==> src/hw/rtl/tkn_pkg.sv <==
`timescale 1ns / 1ps
// ============================================================================
// Tokenizer package
// Shared types, codes and character helpers for the byte stream tokenizer.
// ============================================================================
package tkn_pkg;

    // Characters held in one row of the name buffer, one byte lane each.
    localparam int LANES = 8;
    // Width of a name length carried in a command (holds the largest limit).
    localparam int LEN_FIELD_W = 8;
    // Entries in the command queue between the front and the back.
    localparam int Q_DEPTH = 4;
    localparam int Q_PTR_W = $clog2(Q_DEPTH);
    localparam int Q_CNT_W = $clog2(Q_DEPTH + 1);

    localparam logic [7:0] CHAR_ZERO  = 8'h30;
    localparam logic [7:0] CHAR_UNDER = 8'h5F;
    localparam logic [7:0] CHAR_W     = 8'h77;

    typedef enum logic [2:0] {
        KIND_EOF   = 3'd0,
        KIND_WHILE = 3'd1,
        KIND_ID    = 3'd2,
        KIND_NUM   = 3'd3,
        KIND_OP    = 3'd4
    } t_kind;

    typedef enum logic [1:0] {
        MD_IDLE = 2'd0,
        MD_NUM  = 2'd1,
        MD_ID   = 2'd2
    } t_mode;

    // What the pending token turns into when it is flushed.
    typedef enum logic [1:0] {
        FL_NONE  = 2'd0,
        FL_NUM   = 2'd1,
        FL_ID    = 2'd2,
        FL_WHILE = 2'd3
    } t_flush;

    // The single-word token that follows the flush, if any.
    typedef enum logic [1:0] {
        TL_NONE = 2'd0,
        TL_EOF  = 2'd1,
        TL_OP   = 2'd2
    } t_tail;

    typedef enum logic [1:0] {
        BK_IDLE  = 2'd0,
        BK_CHUNK = 2'd1,
        BK_TAIL  = 2'd2
    } t_bk_state;

    typedef struct packed {
        logic [7:0] text_byte;
        logic       end_of_text;
    } t_in_word;

    typedef struct packed {
        t_kind       token_kind;
        logic [31:0] number_value;
        logic [7:0]  operator_byte;
        logic [63:0] text_chunk;
        logic [3:0]  chunk_bytes;
        logic        token_done;
        logic        run_last;
    } t_out_word;

    // One entry per input byte that produces tokens.
    typedef struct packed {
        t_flush                 flush;
        logic [31:0]            number_value;
        logic [LEN_FIELD_W-1:0] id_len;
        t_tail                  tail;
        logic [7:0]             op_byte;
    } t_cmd;

    typedef struct packed {
        logic id_done;
        logic reading;
    } t_bk_status;

    function automatic logic is_space(input logic [7:0] c);
        return (c == 8'd32) || (c >= 8'd9 && c <= 8'd13);
    endfunction

    function automatic logic is_digit(input logic [7:0] c);
        return (c >= CHAR_ZERO) && (c <= 8'h39);
    endfunction

    function automatic logic is_word_start(input logic [7:0] c);
        return (c >= 8'h41 && c <= 8'h5A) || (c >= 8'h61 && c <= 8'h7A) ||
               (c == CHAR_UNDER);
    endfunction

    // Character of the keyword "while" at a given position.
    function automatic logic [7:0] kw_char(input logic [2:0] pos);
        logic [7:0] ch;
        unique case (pos)
            3'd0:    ch = CHAR_W;
            3'd1:    ch = 8'h68;
            3'd2:    ch = 8'h69;
            3'd3:    ch = 8'h6C;
            3'd4:    ch = 8'h65;
            default: ch = 8'h00;
        endcase
        return ch;
    endfunction

    function automatic t_out_word single_word(input t_kind kind, input logic [31:0] num,
                                              input logic [7:0] op, input logic last);
        t_out_word w;
        w = '0;
        w.token_kind    = kind;
        w.number_value  = num;
        w.operator_byte = op;
        w.token_done    = 1'b1;
        w.run_last      = last;
        return w;
    endfunction

    function automatic t_out_word tail_word(input t_tail tail, input logic [7:0] op);
        t_out_word w;
        if (tail == TL_OP) begin
            w = single_word(KIND_OP, 32'd0, op, 1'b1);
        end else begin
            w = single_word(KIND_EOF, 32'd0, 8'd0, 1'b1);
        end
        return w;
    endfunction

endpackage

==> src/hw/rtl/tkn_ram.sv <==
`timescale 1ns / 1ps
// ============================================================================
// Generic RAM
// One write port and one read port with registered read data.
// ============================================================================
module tkn_ram #(
    parameter int WIDTH = 8,
    parameter int DEPTH = 8,
    localparam int ADDR_W = (DEPTH > 1) ? $clog2(DEPTH) : 1
) (
    input  logic              i_clk,
    input  logic              i_wr_en,
    input  logic [ADDR_W-1:0] i_wr_addr,
    input  logic [WIDTH-1:0]  i_wr_data,
    input  logic              i_rd_en,
    input  logic [ADDR_W-1:0] i_rd_addr,
    output logic [WIDTH-1:0]  o_rd_data
);

    logic [WIDTH-1:0] r_mem [DEPTH];
    logic [WIDTH-1:0] r_rd_data;

    always_ff @(posedge i_clk) begin
        if (i_wr_en) begin
            r_mem[i_wr_addr] <= i_wr_data;
        end
        if (i_rd_en) begin
            r_rd_data <= r_mem[i_rd_addr];
        end
    end

    assign o_rd_data = r_rd_data;

endmodule

==> src/hw/rtl/tkn_front.sv <==
`timescale 1ns / 1ps
// ============================================================================
// Tokenizer front end
// Accepts bytes, tracks the pending token and queues token commands.
// ============================================================================
module tkn_front #(
    parameter int KEPT_CHARS = 63,
    localparam int LEN_W = $clog2(KEPT_CHARS + 1)
) (
    input  logic               i_clk,
    input  logic               i_rst_n,
    input  logic               i_in_valid,
    output logic               o_in_stall,
    input  tkn_pkg::t_in_word  i_in_word,
    input  logic               i_q_full,
    output logic               o_q_push,
    output tkn_pkg::t_cmd      o_q_cmd,
    input  logic               i_id_done,
    output logic               o_id_busy,
    output logic               o_wr_en,
    output logic [LEN_W-1:0]   o_wr_idx,
    output logic [7:0]         o_wr_data
);

    tkn_pkg::t_mode    r_mode, n_mode;
    logic [31:0]       r_acc, n_acc;
    logic [LEN_W-1:0]  r_len, n_len;
    logic              r_wok, n_wok;
    logic              r_id_busy;

    logic [7:0]        c;
    logic              eot;
    logic              c_digit;
    logic              c_word;
    logic              accept;
    logic              starts_name;
    tkn_pkg::t_flush   flush_kind;
    tkn_pkg::t_cmd     cmd;

    assign c       = i_in_word.text_byte;
    assign eot     = i_in_word.end_of_text || (c == 8'd0);
    assign c_digit = tkn_pkg::is_digit(c);
    assign c_word  = tkn_pkg::is_word_start(c);

    // A new name would overwrite the buffer while the back still reads it.
    assign starts_name = !eot && c_word && (r_mode != tkn_pkg::MD_ID);
    assign o_in_stall  = i_q_full || (r_id_busy && starts_name);
    assign accept      = i_in_valid && !o_in_stall;

    always_comb begin
        unique case (r_mode)
            tkn_pkg::MD_NUM: flush_kind = tkn_pkg::FL_NUM;
            tkn_pkg::MD_ID: begin
                flush_kind = (r_len == LEN_W'(5) && r_wok) ? tkn_pkg::FL_WHILE
                                                           : tkn_pkg::FL_ID;
            end
            default:         flush_kind = tkn_pkg::FL_NONE;
        endcase
    end

    always_comb begin
        n_mode    = r_mode;
        n_acc     = r_acc;
        n_len     = r_len;
        n_wok     = r_wok;
        cmd       = '0;
        o_q_push  = 1'b0;
        o_wr_en   = 1'b0;
        o_wr_idx  = r_len;
        o_wr_data = c;

        cmd.number_value = r_acc;
        cmd.id_len       = tkn_pkg::LEN_FIELD_W'(r_len);
        cmd.op_byte      = c;

        if (accept) begin
            priority if (eot) begin
                cmd.flush = flush_kind;
                cmd.tail  = tkn_pkg::TL_EOF;
                o_q_push  = 1'b1;
                n_mode    = tkn_pkg::MD_IDLE;
                n_acc     = 32'd0;
                n_len     = '0;
            end else if (r_mode == tkn_pkg::MD_NUM && c_digit) begin
                n_acc = {r_acc[28:0], 3'b000} + {r_acc[30:0], 1'b0} + {28'd0, c[3:0]};
            end else if (r_mode == tkn_pkg::MD_ID && (c_word || c_digit)) begin
                if (r_len < LEN_W'(KEPT_CHARS)) begin
                    o_wr_en = 1'b1;
                    n_len   = r_len + 1'b1;
                    n_wok   = r_wok && ((r_len >= LEN_W'(5)) ||
                                        (c == tkn_pkg::kw_char(r_len[2:0])));
                end
            end else begin
                cmd.flush = flush_kind;
                n_mode    = tkn_pkg::MD_IDLE;
                n_acc     = 32'd0;
                n_len     = '0;
                priority if (tkn_pkg::is_space(c)) begin
                    cmd.tail = tkn_pkg::TL_NONE;
                end else if (c_digit) begin
                    n_mode = tkn_pkg::MD_NUM;
                    n_acc  = {28'd0, c[3:0]};
                end else if (c_word) begin
                    n_mode   = tkn_pkg::MD_ID;
                    o_wr_en  = 1'b1;
                    o_wr_idx = '0;
                    n_len    = LEN_W'(1);
                    n_wok    = (c == tkn_pkg::CHAR_W);
                end else begin
                    cmd.tail = tkn_pkg::TL_OP;
                end
                o_q_push = (cmd.flush != tkn_pkg::FL_NONE) || (cmd.tail != tkn_pkg::TL_NONE);
            end
        end
        o_q_cmd = cmd;
    end

    always_ff @(posedge i_clk) begin
        if (!i_rst_n) begin
            r_mode    <= tkn_pkg::MD_IDLE;
            r_acc     <= 32'd0;
            r_len     <= '0;
            r_wok     <= 1'b0;
            r_id_busy <= 1'b0;
        end else begin
            r_mode <= n_mode;
            r_acc  <= n_acc;
            r_len  <= n_len;
            r_wok  <= n_wok;
            if (o_q_push && cmd.flush == tkn_pkg::FL_ID) begin
                r_id_busy <= 1'b1;
            end else if (i_id_done) begin
                r_id_busy <= 1'b0;
            end
        end
    end

    assign o_id_busy = r_id_busy;

endmodule

==> src/hw/rtl/tkn_queue.sv <==
`timescale 1ns / 1ps
// ============================================================================
// Command queue
// Small register queue that decouples the front end from the back end.
// ============================================================================
module tkn_queue (
    input  logic          i_clk,
    input  logic          i_rst_n,
    input  logic          i_push,
    input  tkn_pkg::t_cmd i_cmd,
    output logic          o_full,
    input  logic          i_pop,
    output logic          o_valid,
    output tkn_pkg::t_cmd o_cmd
);

    tkn_pkg::t_cmd                r_mem [tkn_pkg::Q_DEPTH];
    logic [tkn_pkg::Q_PTR_W-1:0]  r_wr_ptr;
    logic [tkn_pkg::Q_PTR_W-1:0]  r_rd_ptr;
    logic [tkn_pkg::Q_CNT_W-1:0]  r_count;

    assign o_full  = (r_count == tkn_pkg::Q_CNT_W'(tkn_pkg::Q_DEPTH));
    assign o_valid = (r_count != '0);
    assign o_cmd   = r_mem[r_rd_ptr];

    always_ff @(posedge i_clk) begin
        if (i_push) begin
            r_mem[r_wr_ptr] <= i_cmd;
        end
    end

    always_ff @(posedge i_clk) begin
        if (!i_rst_n) begin
            r_wr_ptr <= '0;
            r_rd_ptr <= '0;
            r_count  <= '0;
        end else begin
            if (i_push) begin
                r_wr_ptr <= r_wr_ptr + 1'b1;
            end
            if (i_pop) begin
                r_rd_ptr <= r_rd_ptr + 1'b1;
            end
            if (i_push && !i_pop) begin
                r_count <= r_count + 1'b1;
            end else if (i_pop && !i_push) begin
                r_count <= r_count - 1'b1;
            end
        end
    end

endmodule

==> src/hw/rtl/tkn_back.sv <==
`timescale 1ns / 1ps
// ============================================================================
// Tokenizer back end
// Turns queued commands into output words, reading names row by row.
// ============================================================================
module tkn_back #(
    parameter int KEPT_CHARS = 63,
    localparam int LEN_W = $clog2(KEPT_CHARS + 1),
    localparam int ROWS  = (KEPT_CHARS + tkn_pkg::LANES - 1) / tkn_pkg::LANES,
    localparam int ROW_W = (ROWS > 1) ? $clog2(ROWS) : 1
) (
    input  logic                         i_clk,
    input  logic                         i_rst_n,
    input  logic                         i_q_valid,
    input  tkn_pkg::t_cmd                i_q_cmd,
    output logic                         o_q_pop,
    output logic                         o_rd_en,
    output logic [ROW_W-1:0]             o_rd_row,
    input  logic [tkn_pkg::LANES-1:0][7:0] i_rd_data,
    output logic                         o_out_valid,
    input  logic                         i_out_stall,
    output tkn_pkg::t_out_word           o_out_word,
    output tkn_pkg::t_bk_status          o_status
);

    tkn_pkg::t_bk_state  r_state, n_state;
    tkn_pkg::t_cmd       r_cmd, n_cmd;
    logic [ROW_W-1:0]    r_row, n_row;
    logic [LEN_W-1:0]    r_left, n_left;
    logic                r_out_valid;
    tkn_pkg::t_out_word  r_word, n_word;

    logic                slot_free;
    logic                load;
    logic                last_chunk;
    logic [3:0]          cnt;
    logic [63:0]         chunk;

    assign slot_free  = !r_out_valid || !i_out_stall;
    assign last_chunk = (r_left <= LEN_W'(tkn_pkg::LANES));
    assign cnt        = last_chunk ? 4'(r_left) : 4'(tkn_pkg::LANES);

    // Bytes past the end of the name read as zero.
    always_comb begin
        for (int i = 0; i < tkn_pkg::LANES; i++) begin
            chunk[i*8 +: 8] = (i < int'(cnt)) ? i_rd_data[i] : 8'h00;
        end
    end

    always_comb begin
        n_state          = r_state;
        n_cmd            = r_cmd;
        n_row            = r_row;
        n_left           = r_left;
        n_word           = r_word;
        load             = 1'b0;
        o_q_pop          = 1'b0;
        o_rd_en          = 1'b0;
        o_rd_row         = r_row;
        o_status.id_done = 1'b0;
        o_status.reading = (r_state == tkn_pkg::BK_CHUNK);

        unique case (r_state)
            tkn_pkg::BK_IDLE: begin
                if (i_q_valid) begin
                    unique case (i_q_cmd.flush)
                        tkn_pkg::FL_ID: begin
                            o_q_pop  = 1'b1;
                            n_cmd    = i_q_cmd;
                            o_rd_en  = 1'b1;
                            o_rd_row = '0;
                            n_row    = '0;
                            n_left   = LEN_W'(i_q_cmd.id_len);
                            n_state  = tkn_pkg::BK_CHUNK;
                        end
                        tkn_pkg::FL_NUM, tkn_pkg::FL_WHILE: begin
                            if (slot_free) begin
                                o_q_pop = 1'b1;
                                n_cmd   = i_q_cmd;
                                load    = 1'b1;
                                n_word  = tkn_pkg::single_word(
                                    (i_q_cmd.flush == tkn_pkg::FL_NUM) ? tkn_pkg::KIND_NUM
                                                                       : tkn_pkg::KIND_WHILE,
                                    (i_q_cmd.flush == tkn_pkg::FL_NUM) ? i_q_cmd.number_value
                                                                       : 32'd0,
                                    8'd0, (i_q_cmd.tail == tkn_pkg::TL_NONE));
                                n_state = (i_q_cmd.tail == tkn_pkg::TL_NONE) ? tkn_pkg::BK_IDLE
                                                                             : tkn_pkg::BK_TAIL;
                            end
                        end
                        default: begin
                            if (slot_free) begin
                                o_q_pop = 1'b1;
                                load    = 1'b1;
                                n_word  = tkn_pkg::tail_word(i_q_cmd.tail, i_q_cmd.op_byte);
                            end
                        end
                    endcase
                end
            end
            tkn_pkg::BK_CHUNK: begin
                if (slot_free) begin
                    load               = 1'b1;
                    n_word             = '0;
                    n_word.token_kind  = tkn_pkg::KIND_ID;
                    n_word.text_chunk  = chunk;
                    n_word.chunk_bytes = cnt;
                    n_word.token_done  = last_chunk;
                    n_word.run_last    = last_chunk && (r_cmd.tail == tkn_pkg::TL_NONE);
                    if (last_chunk) begin
                        o_status.id_done = 1'b1;
                        n_state = (r_cmd.tail == tkn_pkg::TL_NONE) ? tkn_pkg::BK_IDLE
                                                                   : tkn_pkg::BK_TAIL;
                    end else begin
                        n_left   = r_left - LEN_W'(tkn_pkg::LANES);
                        n_row    = r_row + 1'b1;
                        o_rd_en  = 1'b1;
                        o_rd_row = r_row + 1'b1;
                    end
                end
            end
            tkn_pkg::BK_TAIL: begin
                if (slot_free) begin
                    load    = 1'b1;
                    n_word  = tkn_pkg::tail_word(r_cmd.tail, r_cmd.op_byte);
                    n_state = tkn_pkg::BK_IDLE;
                end
            end
            default: begin
                n_state = tkn_pkg::BK_IDLE;
            end
        endcase
    end

    always_ff @(posedge i_clk) begin
        if (!i_rst_n) begin
            r_state     <= tkn_pkg::BK_IDLE;
            r_out_valid <= 1'b0;
        end else begin
            r_state <= n_state;
            if (load) begin
                r_out_valid <= 1'b1;
            end else if (!i_out_stall) begin
                r_out_valid <= 1'b0;
            end
        end
    end

    always_ff @(posedge i_clk) begin
        r_cmd  <= n_cmd;
        r_row  <= n_row;
        r_left <= n_left;
        r_word <= n_word;
    end

    assign o_out_valid = r_out_valid;
    assign o_out_word  = r_word;

endmodule

==> src/hw/rtl/byte_stream_tokenizer.sv <==
`timescale 1ns / 1ps
// ============================================================================
// Byte stream tokenizer
// Turns a stream of source bytes into number, name, keyword, operator and
// end-of-text tokens.
// ============================================================================
// Usage:
// Source bytes enter on the input channel (i_in_valid, o_in_stall, i_in_word),
// one word per byte. Tokens leave on the output channel (o_out_valid,
// i_out_stall, o_out_word); one input word may cause several output words,
// and run_last marks the last of them. A word is taken at a clock edge where
// valid is high and stall is low.
// Letters, digits and whitespace that only extend or start a token are taken
// one per cycle unless the input stalls, and cause no output. A byte that
// ends a token queues one command, which the back end pops and turns into
// registered output words. A number, keyword, operator or end token is one
// output word, sent one per cycle while the receiver does not stall. A name
// of n kept characters leaves as ceil(n/8) chunks once the buffer read is
// started; the name buffer is eight byte lanes, each a small RAM, so one row
// of eight characters, one chunk, is read per cycle while the receiver does not stall.
// The input stalls when the four-entry command queue is full, and when a new
// name would begin while the previous name is still being read out.
// When the receiver stalls, the output word holds, the queue fills, and then
// the input stalls. Reset empties the queue and the output register and
// leaves the scanner idle; no clearing pass is needed.
// ============================================================================
module byte_stream_tokenizer #(
    parameter int MAX_NAME_CHARS = 63
) (
    input  logic                i_clk,
    input  logic                i_rst_n,
    input  logic                i_in_valid,
    output logic                o_in_stall,
    input  tkn_pkg::t_in_word   i_in_word,
    output logic                o_out_valid,
    input  logic                i_out_stall,
    output tkn_pkg::t_out_word  o_out_word
);

    // The kept length is limited to 8..136 so that one byte never causes more
    // than eighteen output words.
    localparam int KEPT_CHARS = (MAX_NAME_CHARS < 8) ? 8 :
                                ((MAX_NAME_CHARS > 136) ? 136 : MAX_NAME_CHARS);
    localparam int LEN_W = $clog2(KEPT_CHARS + 1);
    localparam int ROWS  = (KEPT_CHARS + tkn_pkg::LANES - 1) / tkn_pkg::LANES;
    localparam int ROW_W = (ROWS > 1) ? $clog2(ROWS) : 1;

    logic                             q_push;
    logic                             q_pop;
    logic                             q_full;
    logic                             q_valid;
    tkn_pkg::t_cmd                    q_in_cmd;
    tkn_pkg::t_cmd                    q_out_cmd;
    logic                             id_busy;
    tkn_pkg::t_bk_status              bk_status;

    logic                             buf_wr_en;
    logic [LEN_W-1:0]                 buf_wr_idx;
    logic [7:0]                       buf_wr_data;
    logic [ROW_W-1:0]                 buf_wr_row;
    logic                             buf_rd_en;
    logic [ROW_W-1:0]                 buf_rd_row;
    logic [tkn_pkg::LANES-1:0][7:0]   buf_rd_data;

    tkn_front #(
        .KEPT_CHARS (KEPT_CHARS)
    ) u_front (
        .i_clk      (i_clk),
        .i_rst_n    (i_rst_n),
        .i_in_valid (i_in_valid),
        .o_in_stall (o_in_stall),
        .i_in_word  (i_in_word),
        .i_q_full   (q_full),
        .o_q_push   (q_push),
        .o_q_cmd    (q_in_cmd),
        .i_id_done  (bk_status.id_done),
        .o_id_busy  (id_busy),
        .o_wr_en    (buf_wr_en),
        .o_wr_idx   (buf_wr_idx),
        .o_wr_data  (buf_wr_data)
    );

    tkn_queue u_queue (
        .i_clk   (i_clk),
        .i_rst_n (i_rst_n),
        .i_push  (q_push),
        .i_cmd   (q_in_cmd),
        .o_full  (q_full),
        .i_pop   (q_pop),
        .o_valid (q_valid),
        .o_cmd   (q_out_cmd)
    );

    // Character k of a name sits in lane k mod 8, row k / 8.
    assign buf_wr_row = ROW_W'(buf_wr_idx >> 3);

    for (genvar l = 0; l < tkn_pkg::LANES; l++) begin : g_lane
        tkn_ram #(
            .WIDTH (8),
            .DEPTH (ROWS)
        ) u_lane (
            .i_clk     (i_clk),
            .i_wr_en   (buf_wr_en && (buf_wr_idx[2:0] == 3'(l))),
            .i_wr_addr (buf_wr_row),
            .i_wr_data (buf_wr_data),
            .i_rd_en   (buf_rd_en),
            .i_rd_addr (buf_rd_row),
            .o_rd_data (buf_rd_data[l])
        );
    end

    tkn_back #(
        .KEPT_CHARS (KEPT_CHARS)
    ) u_back (
        .i_clk       (i_clk),
        .i_rst_n     (i_rst_n),
        .i_q_valid   (q_valid),
        .i_q_cmd     (q_out_cmd),
        .o_q_pop     (q_pop),
        .o_rd_en     (buf_rd_en),
        .o_rd_row    (buf_rd_row),
        .i_rd_data   (buf_rd_data),
        .o_out_valid (o_out_valid),
        .i_out_stall (i_out_stall),
        .o_out_word  (o_out_word),
        .o_status    (bk_status)
    );

    // The front never queues a command into a full queue.
    a_no_overflow: assert property (@(posedge i_clk) disable iff (!i_rst_n)
        q_push |-> !q_full)
        else $error("command pushed into a full queue");

    // The name buffer is never written while a name is being read out.
    a_no_buf_clash: assert property (@(posedge i_clk) disable iff (!i_rst_n)
        buf_wr_en |-> !bk_status.reading)
        else $error("name buffer written during readout");

    // Readout only happens while the front holds the buffer as busy.
    a_read_busy: assert property (@(posedge i_clk) disable iff (!i_rst_n)
        bk_status.reading |-> id_busy)
        else $error("name readout without a pending name");

    // A name chunk always carries one to eight characters.
    a_chunk_size: assert property (@(posedge i_clk) disable iff (!i_rst_n)
        (o_out_valid && o_out_word.token_kind == tkn_pkg::KIND_ID) |->
        (o_out_word.chunk_bytes != 4'd0 && o_out_word.chunk_bytes <= 4'd8))
        else $error("name chunk with bad byte count");

endmodule

==> config.mk <==
export PLATFORM = sky130hd
export DESIGN_NAME = byte_stream_tokenizer
export DESIGN_NICKNAME = d
export VERILOG_FILES = /design/src/hw/rtl/tkn_pkg.sv /design/src/hw/rtl/tkn_ram.sv /design/src/hw/rtl/tkn_front.sv /design/src/hw/rtl/tkn_queue.sv /design/src/hw/rtl/tkn_back.sv /design/src/hw/rtl/byte_stream_tokenizer.sv
export SDC_FILE = /design/constraint.sdc
export NUM_CORES = 1
export LEC_CHECK = 0
export ABC_CLOCK_PERIOD_IN_PS = 23500
export BUFFER_PORTS_ARGS = -buffer_cell sky130_fd_sc_hd__buf_2
export CAP_MARGIN = 20
export CORE_MARGIN = 1
export CORE_UTILIZATION = 55
export CTS_CLUSTER_SIZE = 8
export DETAILED_ROUTE_END_ITERATION = 12
export GPL_TIMING_DRIVEN = 0
export PLACE_DENSITY_LB_ADDON = 0.3
export SLEW_MARGIN = 20
export SYNTH_ARGS = -nofsm -noshare
export SYNTH_HDL_FRONTEND = slang
export SYNTH_SLANG_ARGS = --single-unit
==> constraint.sdc <==
create_clock -name i_clk -period 23.5 [get_ports i_clk]
set_input_delay 2.35 -clock i_clk [delete_from_list [all_inputs] [get_ports i_clk]]
set_output_delay 2.35 -clock i_clk [all_outputs]
set_load 0.02 [all_outputs]
* Word-level counts from Yosys, hierarchy flattened
Memories as Yosys holds them, arrays and structs flattened. A register that Yosys moved wholly into a read port is not among the register bits.
Cells that the tools add are included.
** Storage, ports and cells
- Register bits after elaboration :: 184
- Bits in writable memories :: 712
- Input bits :: 13
- Logic and storage cells :: 318
- Memories kept :: 9
** Cells by class
- $add $sub $neg :: 9
- Magnitude comparators :: 19
- Equal/unequal tests :: 47
- Multiplexer cells :: 147
- Bitwise gates (word level) :: 2
- Reduce and logical (&&, ||, !) cells :: 64
** Memories
- u_queue.r_mem :: depth 4, bits a word 50, read ports 1, clocked after memory_dff 1, write ports 1, line tkn_queue.sv:17 : tkn_pkg::t_cmd r_mem [tkn_pkg::Q_DEPTH];
- g_lane[0].u_lane.r_mem :: depth 8, bits a word 8, read ports 1, clocked after memory_dff 1, write ports 1, line tkn_ram.sv:20 : logic [WIDTH-1:0] r_mem [DEPTH];
- g_lane[1].u_lane.r_mem :: depth 8, bits a word 8, read ports 1, clocked after memory_dff 1, write ports 1, line tkn_ram.sv:20
- g_lane[2].u_lane.r_mem :: depth 8, bits a word 8, read ports 1, clocked after memory_dff 1, write ports 1, line tkn_ram.sv:20
- g_lane[3].u_lane.r_mem :: depth 8, bits a word 8, read ports 1, clocked after memory_dff 1, write ports 1, line tkn_ram.sv:20
- g_lane[4].u_lane.r_mem :: depth 8, bits a word 8, read ports 1, clocked after memory_dff 1, write ports 1, line tkn_ram.sv:20
- 3 more memories
** Operators by type and width (count)
- 113-bit two-way mux :: 7
- 113-bit case mux with 3 select lines :: 1
- 113-bit case mux with 2 select lines :: 1
- 32-bit two-way mux :: 5
- 8-bit two-way mux :: 13
- 6-bit two-way mux :: 17
- 2-bit two-way mux :: 31
- 1-bit two-way mux :: 54
- 7-bit case mux with 5 select lines :: 1
- 32-bit adder :: 1
- 32-bit by 4-bit adder with 32-bit output :: 1
- 1-bit logical AND :: 24
- 10-bit case mux with 2 select lines :: 1
- 3-bit == test, second input constant :: 6
- 3-bit two-way mux :: 6
- 2-bit by 1-bit != test with 1-bit output, second input constant :: 9
- 8-bit by 7-bit == test with 1-bit output, second input constant :: 2
- 8-bit by 7-bit >= comparator with 1-bit output, second input constant :: 2
- 8-bit by 7-bit <= comparator with 1-bit output, second input constant :: 2
- 3-bit by 4-bit less-than comparator with 1-bit output, first input constant :: 4
- 2-bit == test, second input constant :: 7
- 2-bit != test, second input constant :: 7
- 2-bit nonzero test :: 7
- 3-bit by 2-bit == test with 1-bit output, second input constant :: 4
- 43 further kinds :: 75

* Depth between registers and ports, before layout
- Depth after elaboration :: 21
- Gate-level depth with buffers :: 14
- Mapped depth without buffers :: 12

* By module
A second synthesis with hierarchy kept.
** Second synthesis, totals
- Cell total of the unflattened synthesis :: 2087
- Area total of the unflattened synthesis :: 39755.6 sq um
** By module, submodules not included
- tkn_ram :: instances 8, cells each 114, area an instance 2771.4 sq um
- tkn_queue :: instances 1, cells each 315, area an instance 8011.4 sq um
- tkn_back :: instances 1, cells each 345, area an instance 5302.6 sq um
- tkn_front :: instances 1, cells each 507, area an instance 4175.3 sq um
- byte_stream_tokenizer :: instances 1, cells each 8, area an instance 95.1 sq um

* Least setup slack after synthesis
Ideal clock, no wire load.
- Kind :: input port to flip-flop
- Start point :: in i_out_stall
- End point :: reg u_back.r_word, in the netlist u_back.o_out_word[0] (enable)
- Setup time :: 0.752 ns
- Arrival :: 11.125 ns
- Required time :: 22.748 ns
- Slack :: 11.622 ns
- Stages :: 5
- Cell sequence :: and2_0 > clkbuf_1 > o21ai_0 > nand2_1 > a211oi_1
** Between the ends
- Longest elaborated chain between the ends :: 4
- Elaborated cells between the ends (all ways) :: 6
- Those cells by class :: 3 x eq/ne; 3 x reduce/logical
** RTL lines
- start: declaration :: line byte_stream_tokenizer.sv:36 : input logic i_out_stall,
- 1-bit zero test * :: line tkn_back.sv:39 : assign slot_free = !r_out_valid || !i_out_stall;
- 1-bit logical OR * :: line tkn_back.sv:39
- 2-bit by 1-bit != test with 1-bit output (no line)
- 6-bit AND reduction (no line) *
- end signal: assignment :: line tkn_back.sv:153 : r_word <= n_word;
- end: declaration :: line tkn_back.sv:31 : tkn_pkg::t_out_word r_word, n_word;
Every way passes the cells marked *; elsewhere a longest branch is shown, timed or not.
A chain may end at the register's enable or synchronous reset.

* Worst setup path in the final report
- Start point :: in i_in_word[1] (netlist bit)
- End point :: out o_in_stall
** Between the ends
- Longest elaborated chain between the ends :: 8
- Elaborated cells between the ends (all ways) :: 16
- Those cells by class :: 4 x order compare; 1 x eq/ne; 11 x reduce/logical
** RTL lines
- start: declaration :: line byte_stream_tokenizer.sv:34 : input tkn_pkg::t_in_word i_in_word,
- 8-bit by 7-bit >= comparator with 1-bit output / 8-bit by 7-bit <= comparator with 1-bit output (equally long branches) :: line tkn_pkg.sv:94 : return (c >= 8'h41 && c <= 8'h5A) || (c >= 8'h61 && c <= 8'h7A) ||
- 1-bit logical AND :: line tkn_pkg.sv:94
- 1-bit logical OR (2 in series) :: line tkn_pkg.sv:94
- 1-bit logical AND * (2 in series) :: line tkn_front.sv:46 : assign starts_name = !eot && c_word && (r_mode != tkn_pkg::MD_ID);
- 1-bit logical AND * :: line tkn_front.sv:47 : assign o_in_stall = i_q_full || (r_id_busy && starts_name);
- 1-bit logical OR * :: line tkn_front.sv:47
- end: declaration :: line byte_stream_tokenizer.sv:33 : output logic o_in_stall,
Marked as above.

==> flow_summary_export.csv <==
group,metric,value,unit
logic_synthesis,synth.avg_cell_area,16.5,um2
floorplan,start_util,0.558,
worst_setup_path,crit_family,"buffers and inverters",
placement,routabilityCongestion,0.880,
drt,vias,22000,
layout,utilization,0.645,
logic_synthesis,synth_ff_type,"edfxtp_1",
clock_tree,cts.sinks,962,
drt,drc_errors,0,
worst_setup_path,cp_slowest_cell,"buf_4",
floorplan,die-area,72400,um2
grt,antenna_found_initial,1,
worst_setup_path,cp.arrival,4.83,ns
grt,grt_use_total,0.245,
floorplan,die_w,269,um
floorplan,rows,97,
power,ir_drop,0.0833,mV
worst_setup_path,cp_num_buf_inv,3,
sta,hold_violations,0,
logic_synthesis,yosysTopAreaCellShare,0.693,
logic_synthesis,yosysWarnings,0,
power,p_leak,0.0159,uW
sta,maxSlewViolCount,0,
placement,portBuffers,127,
drt,wl,86800,um
floorplan,pin_count,128,
drt,wl_per_cell,23.7,um
drt,firstDrtPassIters,5,
grt,overflow,0,
worst_setup_path,startpoint_type,"input port",
grt,grt_max_degree,76,
logic_synthesis,ys_top_cells_by_area,"edfxtp_1 69%, mux2i_1 5.1%, mux4_2 2.9%, dfxtp_1 2.9%, ha_1 2.5%",
logic_synthesis,synthesis.nets,2472,
clock_tree,ctsRootBufferMaster,"clkbuf_16",
worst_setup_path,crit_chain,"buf_4, clkbuf_1, and4b_1, nor3_1, or2_1, nor2_1, a22o_1, buf_2",
sta,fin_crit,7.18,ns
drt,drt_iter0_drc,1827,
logic_synthesis,synth-edff-count,905,
worst_setup_path,cp_max_fo,69,
sta,max-slew-margin-rel,0.289,
logic_synthesis,synth_largest_area_cell,"edfxtp_1",
layout,postLayoutCellArea,45300,um2
sta,skew,0.0418,ns
layout,drive_gt1_frac,0.183,
floorplan,fp.dieH,269,um
clock_tree,cts_buffer_depth,3,
drt,vias_per_cell,6.01,
logic_synthesis,synth-async-reset-ratio,0,
clock_tree,clk_latency,0.73,ns
clock_tree,cts_inserted_buffers,139,
clock_tree,clk_pin_slew,0.05,ns
worst_setup_path,end_kind,"primary output",
logic_synthesis,synth_cell_types,74,
worst_setup_path,worstSetupPathType,"input port to primary output",
clock_tree,hold_buffers,0,
worst_setup_path,reg2reg_depth,8,
hold_path,hold_path.class,"flop to flop",
sta,rsz0062_at_grt,"no",
power,powerDensity,126,nW/um2
clock_tree,cts_htree_levels,4,
clock_tree,ctsResizeCount,0,
logic_synthesis,synth_area,39200,um2
logic_synthesis,ys_seq_area_frac,0.722,
layout,nets,2758,
worst_setup_path,cp_data_required_time,21.15,ns
floorplan,core_area,70300,um2
placement,dpl.hpwl,54900,um
sta,setup_viol,0,
logic_synthesis,netlist_instances,2379,
run,drv_cap,0,
grt,grt_pass1_wl,131000,um
placement,placed_area,41400,um2
layout,area_growth_syn_to_layout,15.6,%
hold_path,worstHoldPathCells,2,
sta,fin_crit_sh,0.305,
outcome,status,"completed",
sta,tns,0,ns
logic_synthesis,synth_seq_cells,962,
drt,postRouteAntennaNets,0,
worst_setup_path,worstSetupPathDepth,8,
clock_tree,post_cts_buffers,0,
clock_tree,cts_tree,"built",
grt,first_global_vias,22500,
sta,fmax,0.139,GHz
worst_setup_path,max_stage_delay,0.61,ns
layout,fillCellCount,4774,
sta,worst_pin_slew,1.07,ns
## sequential cells by signal, indices dropped and copies added, names as in the netlist, named ones only
register / flops
u_front.r_acc: 32
u_front.r_wok: 1
g_lane.u_lane.r_mem: 512
u_back.o_out_word: 113
u_front.o_id_busy: 1
u_back.o_out_valid: 1
u_back.r_left: 6
g_lane.u_lane.o_rd_data: 64
u_queue.r_count: 3
u_back.r_row: 3
u_queue.r_wr_ptr: 2
u_back.r_state: 2
u_queue.r_rd_ptr: 2
u_queue.r_mem: 200
u_front.r_len: 6
u_back.r_cmd: 10
u_front.r_mode: 2
## cell usage after synthesis (all sizes together) (3+ instances only)
cell type	count
and3	12
nand4	11
edfxtp	905
nor3	17
mux4	51
a21boi	3
and2	75
buf	68
nand3b	3
o21ai	52
nor4b	3
mux2i	198
a31oi	10
mux2	3
fa	3
a211o	3
dfxtp	57
a32o	67
a211oi	6
a21o	20
o31ai	9
a221oi	66
o22ai	4
xnor2	19
nand2b	15
o211ai	4
a21oi	55
a22o	11
nor2b	40
o2111ai	4
nand2	198
nand3	21
clkbuf	51
nor2	134
o21bai	3
inv	32
ha	77
or3	9
or4	7
xor2	17
or2	6
## worst reg2reg max path, delay by kind of cell, from the launching register on
kind	cells	cell delay, ns
compound gates	1	0.31
fa+ha+maj	1	0.15
buf+inv	2	0.45
flops	1	0.36
simple gates	4	2.25
## area by class of cell
cell class              instances  area, um2  area share
flip-flops and latches        962      28300       0.625
multi-input cells            1264      10200       0.225
clock buffers                 178       3670      0.0809
well taps                     940       1180      0.0259
repair buffers                145        970      0.0214
plain buffers                 119        618      0.0136
clock inverters                16        272     0.00599
inverters                      34        128     0.00281
diodes                          1       2.50   0.0000552
## cell families (layout without fill, tap and decap cells)
family,Yosys count,in the layout,share of synthesized area
AO/OA/AOI/OAI,336,336,0.0754
XOR/XNOR,36,36,0.00804
adder cells (fa/ha/maj),80,80,0.0261
buffers and inverters,153,492,0.0190
flip-flops,962,962,0.722
multiplexers,252,252,0.0807
other,0,1,0
AND/OR/NAND/NOR,560,560,0.0685
## layer usage
metal / vias to the layer above / GRT usage / routed length (um)
met3: 226 / 0.0472 / 5420
met5: - / 0 / 0
li1: 9860 / - / -
met2: 833 / 0.404 / 42800
met1: 11100 / 0.317 / 35300
met4: 0 / 0.110 / 3360
## report_power, final
group          switching [uW]  internal [uW]  total (uW)  leakage (uW)
clock                     706           1090        1800       0.00190
combinational            1070            617        1680       0.00513
sequential               53.7           2200        2250       0.00885
## per-stage QoR
stage               power, uW  hold slack [ns]  std cells  setup slack (ns)
global route             5950            0.511       3659             16.13
floorplan                3450            0.445       2379             11.62
CTS                      5760            0.494       3657             16.32
detailed placement       3960            0.480       3463             16.31
finish                   5730            0.487       3659             16.32
global placement         3940            0.469       3446              7.77
## cells in the final DEF, fill, tap and decap left out, types with 31 or more instances in the layout
cell / n
inv_1: 31
o21ai_0: 51
mux4_2: 51
a32o_1: 67
mux2i_1: 198
and2_1: 70
a221oi_2: 60
buf_2: 159
nand2_1: 198
nor2b_1: 40
a21oi_1: 53
clkbuf_1: 87
dfxtp_1: 57
clkbuf_16: 141
nor2_1: 134
edfxtp_1: 905
ha_1: 77
## worst paths after layout
check / slack, ns / from / endpoint
min: 0.49 / u_front.o_id_busy / u_front.o_id_busy
max reg2reg: 19.61 / u_front.r_mode[0] / g_lane[6].u_lane.r_mem[4][2]
max: 16.32 / i_in_word[1] / o_in_stall
min reg2reg: 0.49 / u_front.o_id_busy / u_front.o_id_busy
Note: power is estimated with default switching activity, not from simulation.
